$ cat src/design/sts_pkg.sv
// ----------------------------------------------------------------------------
// sts_pkg: shared types and constants of the sorted triple set
// Holds the triple layout, the operation and status codes, the controller
// command and datapath status groups, and the triple ordering function.
// ----------------------------------------------------------------------------
package sts_pkg;

   // One stored word: key, value and source, all signed.
   typedef struct packed {
      logic signed [31:0] key;
      logic signed [31:0] val;
      logic signed [31:0] src;
   } triple_type;

   typedef enum logic {
      FUNC_INSERT = 1'b0,
      FUNC_DELETE = 1'b1
   } func_type;

   typedef enum logic [1:0] {
      ST_DONE      = 2'd0,
      ST_DUPLICATE = 2'd1,
      ST_NOT_FOUND = 2'd2,
      ST_FULL      = 2'd3
   } status_type;

   // Commands from the controller to the datapath.
   typedef struct packed {
      logic       capture;
      logic       commit;
      logic       respond;
      status_type code;
   } ctrl_cmd_type;

   // Status from the datapath to the controller.
   typedef struct packed {
      logic is_delete;
      logic found;
      logic full;
   } dp_status_type;

   // Lexicographic signed order: key first, then val, then src.
   function automatic logic triple_less(input triple_type a, input triple_type b);
      logic result;
      begin
         if (a.key != b.key) begin
            result = (a.key < b.key);
         end else if (a.val != b.val) begin
            result = (a.val < b.val);
         end else begin
            result = (a.src < b.src);
         end
         return result;
      end
   endfunction

endpackage

$ cat src/design/sts_ctrl.sv
// ----------------------------------------------------------------------------
// sts_ctrl: operation controller of the sorted triple set
// Two-state machine that captures a request, then resolves the status and
// tells the datapath whether to commit the shift.
// ----------------------------------------------------------------------------
module sts_ctrl (
   input  logic                  clock,
   input  logic                  reset,
   input  logic                  start,
   output logic                  busy,
   input  sts_pkg::dp_status_type dp_status,
   output sts_pkg::ctrl_cmd_type cmd,
   output logic                  rsp_valid
);
   import sts_pkg::*;

   typedef enum logic [1:0] {
      S_IDLE  = 2'b01,
      S_APPLY = 2'b10
   } state_type;

   state_type  state_ff;
   state_type  state_in;
   logic       rsp_valid_ff;
   logic       rsp_valid_in;
   status_type code;

   // Status precedence: a duplicate insert wins over a full table.
   always_comb begin
      priority if (dp_status.is_delete) begin
         code = dp_status.found ? ST_DONE : ST_NOT_FOUND;
      end else if (dp_status.found) begin
         code = ST_DUPLICATE;
      end else if (dp_status.full) begin
         code = ST_FULL;
      end else begin
         code = ST_DONE;
      end
   end

   always_comb begin
      state_in     = state_ff;
      rsp_valid_in = 1'b0;
      cmd.capture  = 1'b0;
      cmd.commit   = 1'b0;
      cmd.respond  = 1'b0;
      cmd.code     = code;
      unique case (state_ff)
         S_IDLE: begin
            if (start) begin
               cmd.capture = 1'b1;
               state_in    = S_APPLY;
            end
         end
         S_APPLY: begin
            cmd.commit   = (code == ST_DONE);
            cmd.respond  = 1'b1;
            rsp_valid_in = 1'b1;
            state_in     = S_IDLE;
         end
         default: begin
            state_in = S_IDLE;
         end
      endcase
   end

   always_ff @(posedge clock) begin
      if (reset) begin
         state_ff     <= S_IDLE;
         rsp_valid_ff <= 1'b0;
      end else begin
         state_ff     <= state_in;
         rsp_valid_ff <= rsp_valid_in;
      end
   end

   assign busy      = (state_ff == S_APPLY);
   assign rsp_valid = rsp_valid_ff;

endmodule

$ cat config.mk
export PLATFORM = sky130hd
export DESIGN_NAME = sts_ctrl
export DESIGN_NICKNAME = d
export VERILOG_FILES = /design/src/design/sts_pkg.sv /design/src/design/sts_ctrl.sv
export SDC_FILE = /design/constraint.sdc
export NUM_CORES = 1
export LEC_CHECK = 0
export ABC_AREA = 1
export BUFFER_PORTS_ARGS = -buffer_cell sky130_fd_sc_hd__buf_4
export CAP_MARGIN = 40
export CORE_AREA = 2 2 39 41
export CTS_CLUSTER_DIAMETER = 100
export CTS_CLUSTER_SIZE = 16
export DETAILED_ROUTE_END_ITERATION = 6
export DIE_AREA = 0 0 41 43
export MAX_ROUTING_LAYER = met4
export PLACE_DENSITY = 0.33
export SYNTH_ARGS = -nofsm -noshare
export SYNTH_HDL_FRONTEND = slang
export SYNTH_SLANG_ARGS = --single-unit
$ cat constraint.sdc
create_clock -name clock -period 1.9 [get_ports clock]
set_clock_uncertainty 0.05 [all_clocks]
set_input_delay 0.19 -clock clock [delete_from_list [all_inputs] [get_ports clock]]
set_output_delay 0.19 -clock clock [all_outputs]
set_load 0.05 [all_outputs]
**Word level (Yosys, flattened, before mapping)**

Index checks and enable logic that the tools add are counted.

- Reductions and logical operators: 2
- Muxes and demuxes: 8
- Bitwise logic cells: 1
- Equality and inequality tests: 2

Operators with widths:

| kind | count |
|---|---|
| 2-to-1 mux 2 bit | 5 |
| 2-to-1 mux 1 bit | 3 |
| equality test 2 x 1 -> 1 bit (second input constant) | 1 |
| equality test 2 bit (second input constant) | 1 |
| zero test 2 bit | 1 |
| OR reduction 2 bit | 1 |
| inverter 1 bit | 1 |

- Bits in registers: 3
- Output and inout bits: 7
- Input bits: 6
- Word-level logic and storage cells: 15

**Logic depth before layout (Yosys ltp)**

Gate-level depths: netlist of run 1.

- Depth in word-level cells: 5
- Depth in mapped cells: 4
- Depth with buffers taken out: 4

**Worst setup path before layout of run 1**

Ideal clock, no wire load.

- Path type: reg-to-output
- Start point: reg state_ff[1]
- End point: out cmd[3] in the netlist's numbering
- Required time: 1.660 ns
- Stages on the path, launching flop included: 5
- Buffers on the path: 0
- Setup slack: 0.209 ns
- Data arrival time: 1.451 ns
- Cells stage by stage: dfxtp_1 -> inv_1 -> nor2_4 -> nand2_1 -> nor2_1

RTL lines:

| what | line | text |
|---|---|---|
| from (decl) | sts_ctrl.sv:22 | `state_type state_ff;` |
| from (signal assigned) | sts_ctrl.sv:72 | `state_ff <= state_in;` |
| to (decl) | sts_ctrl.sv:12 | `output sts_pkg::ctrl_cmd_type cmd,` |

==> flow_summary.ini, run 1 <==
[outcome]
status = finished, final reports clean

[grt]
antenna_found_initial = 0
grt_max_degree = 4
track_usage_pct = 4.93
grt-ovfl-total = 0
grt_pass1_vias = 163
grt_pass1_wl_um = 503

[job]
drv_cap = 0

[synth]
synth-adder-area-share_pct = 0
synth_warnings = 0
synth_common_cells = inv_1 (4), nor2_1 (4), dfxtp_1 (3)
synth_area_um2 = 139
synth-async-reset-ratio_pct = 0
synthMuxAreaShare_pct = 0
synth_top_family_by_area = simple AND/OR/NAND/NOR gates
synth.largest_area_cell = dfxtp_1
synthCells = 18
synth_top_area_share_pct = 43.2
synth_area_leaders = dfxtp_1 (43%), inv_1 (11%), nor2_1 (11%)
seq_area_frac_synth_pct = 43.2
synthSimpleGateAreaFrac_pct = 36.9
syn_avg_cell_area_um2 = 7.72
synth-xor-area-share_pct = 0
syn-num-nets = 24
synth_cell_type_count = 10
ys_ff_latch = 3
ys.flop_type = dfxtp_1
synth_edf_count = 0
synth_compound_area_share_pct = 3.60

[detailed_routing]
vias = 164
ant_nets = 0
drc = 0
vias_per_cell = 3.35
routed_wl_um = 359
drtPass1Iterations = 2
drt_iter0_drc = 3
wl_per_cell_um = 7.33

[die]
fp.dieH_um = 43
initial_utilization_pct = 10.0
rows = 14
design.core.area_mm2 = 0.00138
dieArea_mm2 = 0.00176
die_w_um = 41
boundaryPins = 13

[sta]
max-slew-margin-rel_pct = 84.8
drv_slew = 0
tightest_slew_ns = 0.226
max_freq_mhz = 726
setup_viol = 0
rsz0062_at_grt = no
worst_slack_ns = 0.523
tns_ns = 0
hold_viol_final = 0
fin_crit_ns = 1.38
post-route-period-util_pct = 72.5

[worst_setup_path]
r2r_setup_slack_ns = 1.08
cp.arrival_ns = 1.14
cp.required_ns = 1.66
reg2reg_depth = 3
crit_chain = inv_1, nor2_4, nand2_1, nor2_1, buf_4
worst_path_largest_cell_delay_ns = 0.36
cp-start-kind = register
worst_path_max_delay_cell = dfxtp_1
timing.rr.start = state_ff[0]$_SDFFE_PP1P_
worst_setup_path_end_kind = primary output
reg2reg_to = state_ff[0]$_SDFFE_PP1P_
critPathMaxFanout = 3
path_class = register to primary output

[final_layout]
final_core_util_pct = 19.3
multiInputGateArea_um2 = 56.3
diodes = 0
final_nets = 40
fillers = 160
seqCellArea_um2 = 60.1
area_growth_pct = 92.8
drive_above_1_share_pct = 54.5

[power_and_ir_drop]
irDropWorstVdd_mv = 0.427
power_density_mw_per_mm2 = 855
leakagePower_uw = 0.000135

[placement]
gp_congestion = 0.567
pre_cts_ws_ns = 0.747
portBuffers = 12

[worst_hold_path]
hp-class = primary input to register
hold_path_startpoint = reset
min_to = rsp_valid$_SDFF_PP0_
min_delay_path_depth = 2

[clocking]
cts_tree = yes
cts-root-buf = clkbuf_4
post_cts_buffers = 0
clock_latency_ns = 0.23
path_clk_slew_ns = 0.04
max-clock-path-buffers = 2
clkSinkCount = 3
htreeDepth = 1
cts_hold_buf = 0
cts_made_buffers = 3
postCtsResizedCells = 0
-- critical path: cells and delay by family (launching register included) --
family	cells	cell delay [ns]
buffers and inverters	2	0.29
AND/OR/NAND/NOR	3	0.25
flip-flops	1	0.36
-- worst max-delay path by stage --
| stage | startpoint | to | cells after the start |
|---|---|---|---|
| finish | state_ff[1]$_SDFFE_PP0P_ | cmd[3] | 5 |
| global placement | state_ff[1]$_SDFFE_PP0P_ | cmd[3] | 5 |
| CTS | state_ff[1]$_SDFFE_PP0P_ | cmd[3] | 5 |
| floorplan | state_ff[1]$_SDFFE_PP0P_ | cmd[3] | 4 |
| detailed placement | dp_status[0] | cmd[3] | 5 |
| global route | state_ff[1]$_SDFFE_PP0P_ | cmd[3] | 5 |
-- final cells by class --
cell class / count / share of cell area (%)
Multi-Input combinational cell: 10 / 21.0
Clock buffer: 4 / 9.81
Inverter: 4 / 5.61
Tap cell: 16 / 7.48
Timing Repair Buffer: 12 / 33.6
Sequential cell: 3 / 22.4
-- layer usage --
layer / vias up / track usage [%] / wire, µm
met5: - / - / 0
met3: 0 / 6.28 / 91
met1: 67 / 3.19 / 135
li1: 82 / - / -
met4: 0 / 2.00 / 0
met2: 15 / 7.19 / 131
-- cell families after synthesis --
family,after synthesis
AOI/OAI and AO/OA,1
and+or+nand+nor,9
DFF,3
buffers and inverters,5
-- cells in the final DEF, fill, tap and decap left out --
cell      instances
buf_4            12
clkbuf_1          1
clkbuf_4          3
dfxtp_1           3
inv_1             4
nand2_1           1
nand2_2           1
nor2_1            4
nor2_4            1
nor3_1            1
nor3_2            1
o21ai_0           1
-- sequential cells by signal (all words and copies together), names as in the netlist --
register and flops:
rsp_valid 1, state_ff 2
-- power breakdown --
group	internal, µW	switching, µW
Combinational	17.7	32.3
Sequential	66.4	3.19
Clock	78.5	31.0
-- metrics by stage --
stage / area (µm²) / instances / total power (µW) / hold WS [ns]
after floorplan: 139 / 18 / 101 / 0.217
after global placement: 241 / 45 / 120 / 0.323
after detailed placement: 241 / 45 / 121 / 0.328
after CTS: 268 / 49 / 236 / 0.0800
after global routing: 268 / 49 / 246 / 0.0829
final: 268 / 49 / 229 / 0.0879
No activity file was read; power rests on OpenSTA's default activity.
==> run 2: changes to the inputs <==
- clock period: 1.9 -> 1.31 ns (I/O delays scaled with it)
==> flow_summary.ini, run 2 (synthesized netlist as in run 1, its figures left out) <==
[final_layout]
area_growth_pct = 112
drive_above_1_share_pct = 67.6
diodes = 0
fillers = 150
final_common_cell = buf_4
final_core_util_pct = 21.2
largest_register_ffs = 2
final_nets = 41
final_cell_mix = buf_4 (12), inv_1 (3), nor2_1 (3), clkbuf_4 (3)
largest_register = state_ff
stdcell_area_um2 = 294

[worst_setup_path]
cp-start-kind = register
cpMostUsedCell = nor2_4
crit_chain = inv_2, nor2_4, nand2_2, nor2_4, buf_8
path_class = register to primary output
worst_path_largest_cell_delay_ns = 0.33
cp.required_ns = 1.13
worst_path_max_delay_cell = dfxtp_2
timing.rr.start = state_ff[1]$_SDFFE_PP0P_
cp.arrival_ns = 1.05
cp-startpoint = state_ff[1]$_SDFFE_PP0P_
worst_setup_path_end_kind = primary output
critPathMaxFanout = 3

[sta]
setup_viol = 0
max-slew-margin-rel_pct = 82.0
max_freq_mhz = 812
post-route-period-util_pct = 94.0
hold_viol_final = 0
tightest_slew_ns = 0.267
drv_slew = 0
worst_slack_ns = 0.0784
rsz0062_at_grt = no
fin_crit_ns = 1.23
tns_ns = 0

[grt]
grt-ovfl-total = 0
grt_pass1_wl_um = 420
grt_pass1_vias = 142
grt_max_degree = 4
antenna_found_initial = 0
track_usage_pct = 4.42

[die]
initial_utilization_pct = 10.0
dieArea_mm2 = 0.00176
fp.dieH_um = 43
boundaryPins = 13
rows = 14
die_w_um = 41
design.core.area_mm2 = 0.00138

[placement]
place_area_um2 = 253
portBuffers = 12
dp_hpwl_um = 257
gp_congestion = 0.482
pre_cts_ws_ns = 0.241

[clocking]
cts_made_buffers = 3
max-clock-path-buffers = 2
clkSinkCount = 3
path_clk_slew_ns = 0.04
htreeDepth = 1
clock_latency_ns = 0.23
cts_hold_buf = 0
cts_tree = yes
cts-root-buf = clkbuf_4

[detailed_routing]
vias = 164
routed_wl_um = 323
ant_nets = 0
vias_per_cell = 3.28
drt_iter0_drc = 2
drc = 0
wl_per_cell_um = 6.46
drtPass1Iterations = 4

[job]
drv_cap = 0

[outcome]
status = finished, final reports clean

[worst_hold_path]
hp-class = primary input to register
hold_path_startpoint = reset

[power_and_ir_drop]
leakagePower_uw = 0.000142
irDropWorstVdd_mv = 0.256
power_uw = 336
power_density_mw_per_mm2 = 1140
==> run 2: path summary, 6_finish.rpt <==
path	slack (ns)	depth (start not counted)	end
setup / recovery	0.08	5	cmd[3]
hold / removal	0.03	2	state_ff[1]$_SDFFE_PP0P_
setup reg to reg	0.47	3	state_ff[0]$_SDFFE_PP1P_
hold reg to reg	0.44	2	rsp_valid$_SDFF_PP0_
==> run 2: cell type report <==
type	count	area, µm²	share of cell area, %
repair buffers	13	105	35.7
multi-input cells	10	66.3	22.6
flip-flops and latches	3	61.3	20.9
clock buffers	4	26.3	8.94
well taps	16	20.0	6.81
inverters	4	15.0	5.11
==> run 2: stage by stage <==
stage	hold slack (ns)	cells
floorplan	0.150	18
global placement	0.257	45
detailed placement	0.260	45
CTS	0.0219	49
global route	0.0118	50
finish	0.0277	50
==> run 2: where the power goes <==
group          internal (µW)  leakage [µW]  switching [µW]
Combinational           28.8      0.000102            49.5
Sequential              96.6     0.0000250            4.19
Clock                    114     0.0000150            42.8
==> run 2: metal layers <==
metal	wire, µm	vias up	track usage [%]
met3	43	0	3.14
met4	0	0	8.00
met1	98	73	1.92
met2	181	8	5.94
met5	0	-	-
li1	-	83	-
==> run 2: worst max-delay path: cells and delay by family, from the launching register on <==
| kind | cells | cell delay, ns |
|---|---|---|
| flops | 1 | 0.33 |
| simple gates | 3 | 0.29 |
| buf+inv | 2 | 0.20 |
==> run 2: what timing repair did <==
action | 4_1_cts | 5_1_grt
endpoints found under the setup margin | 0 | 1
buffers inserted | 0 | 1
gates resized for setup | 0 | 2
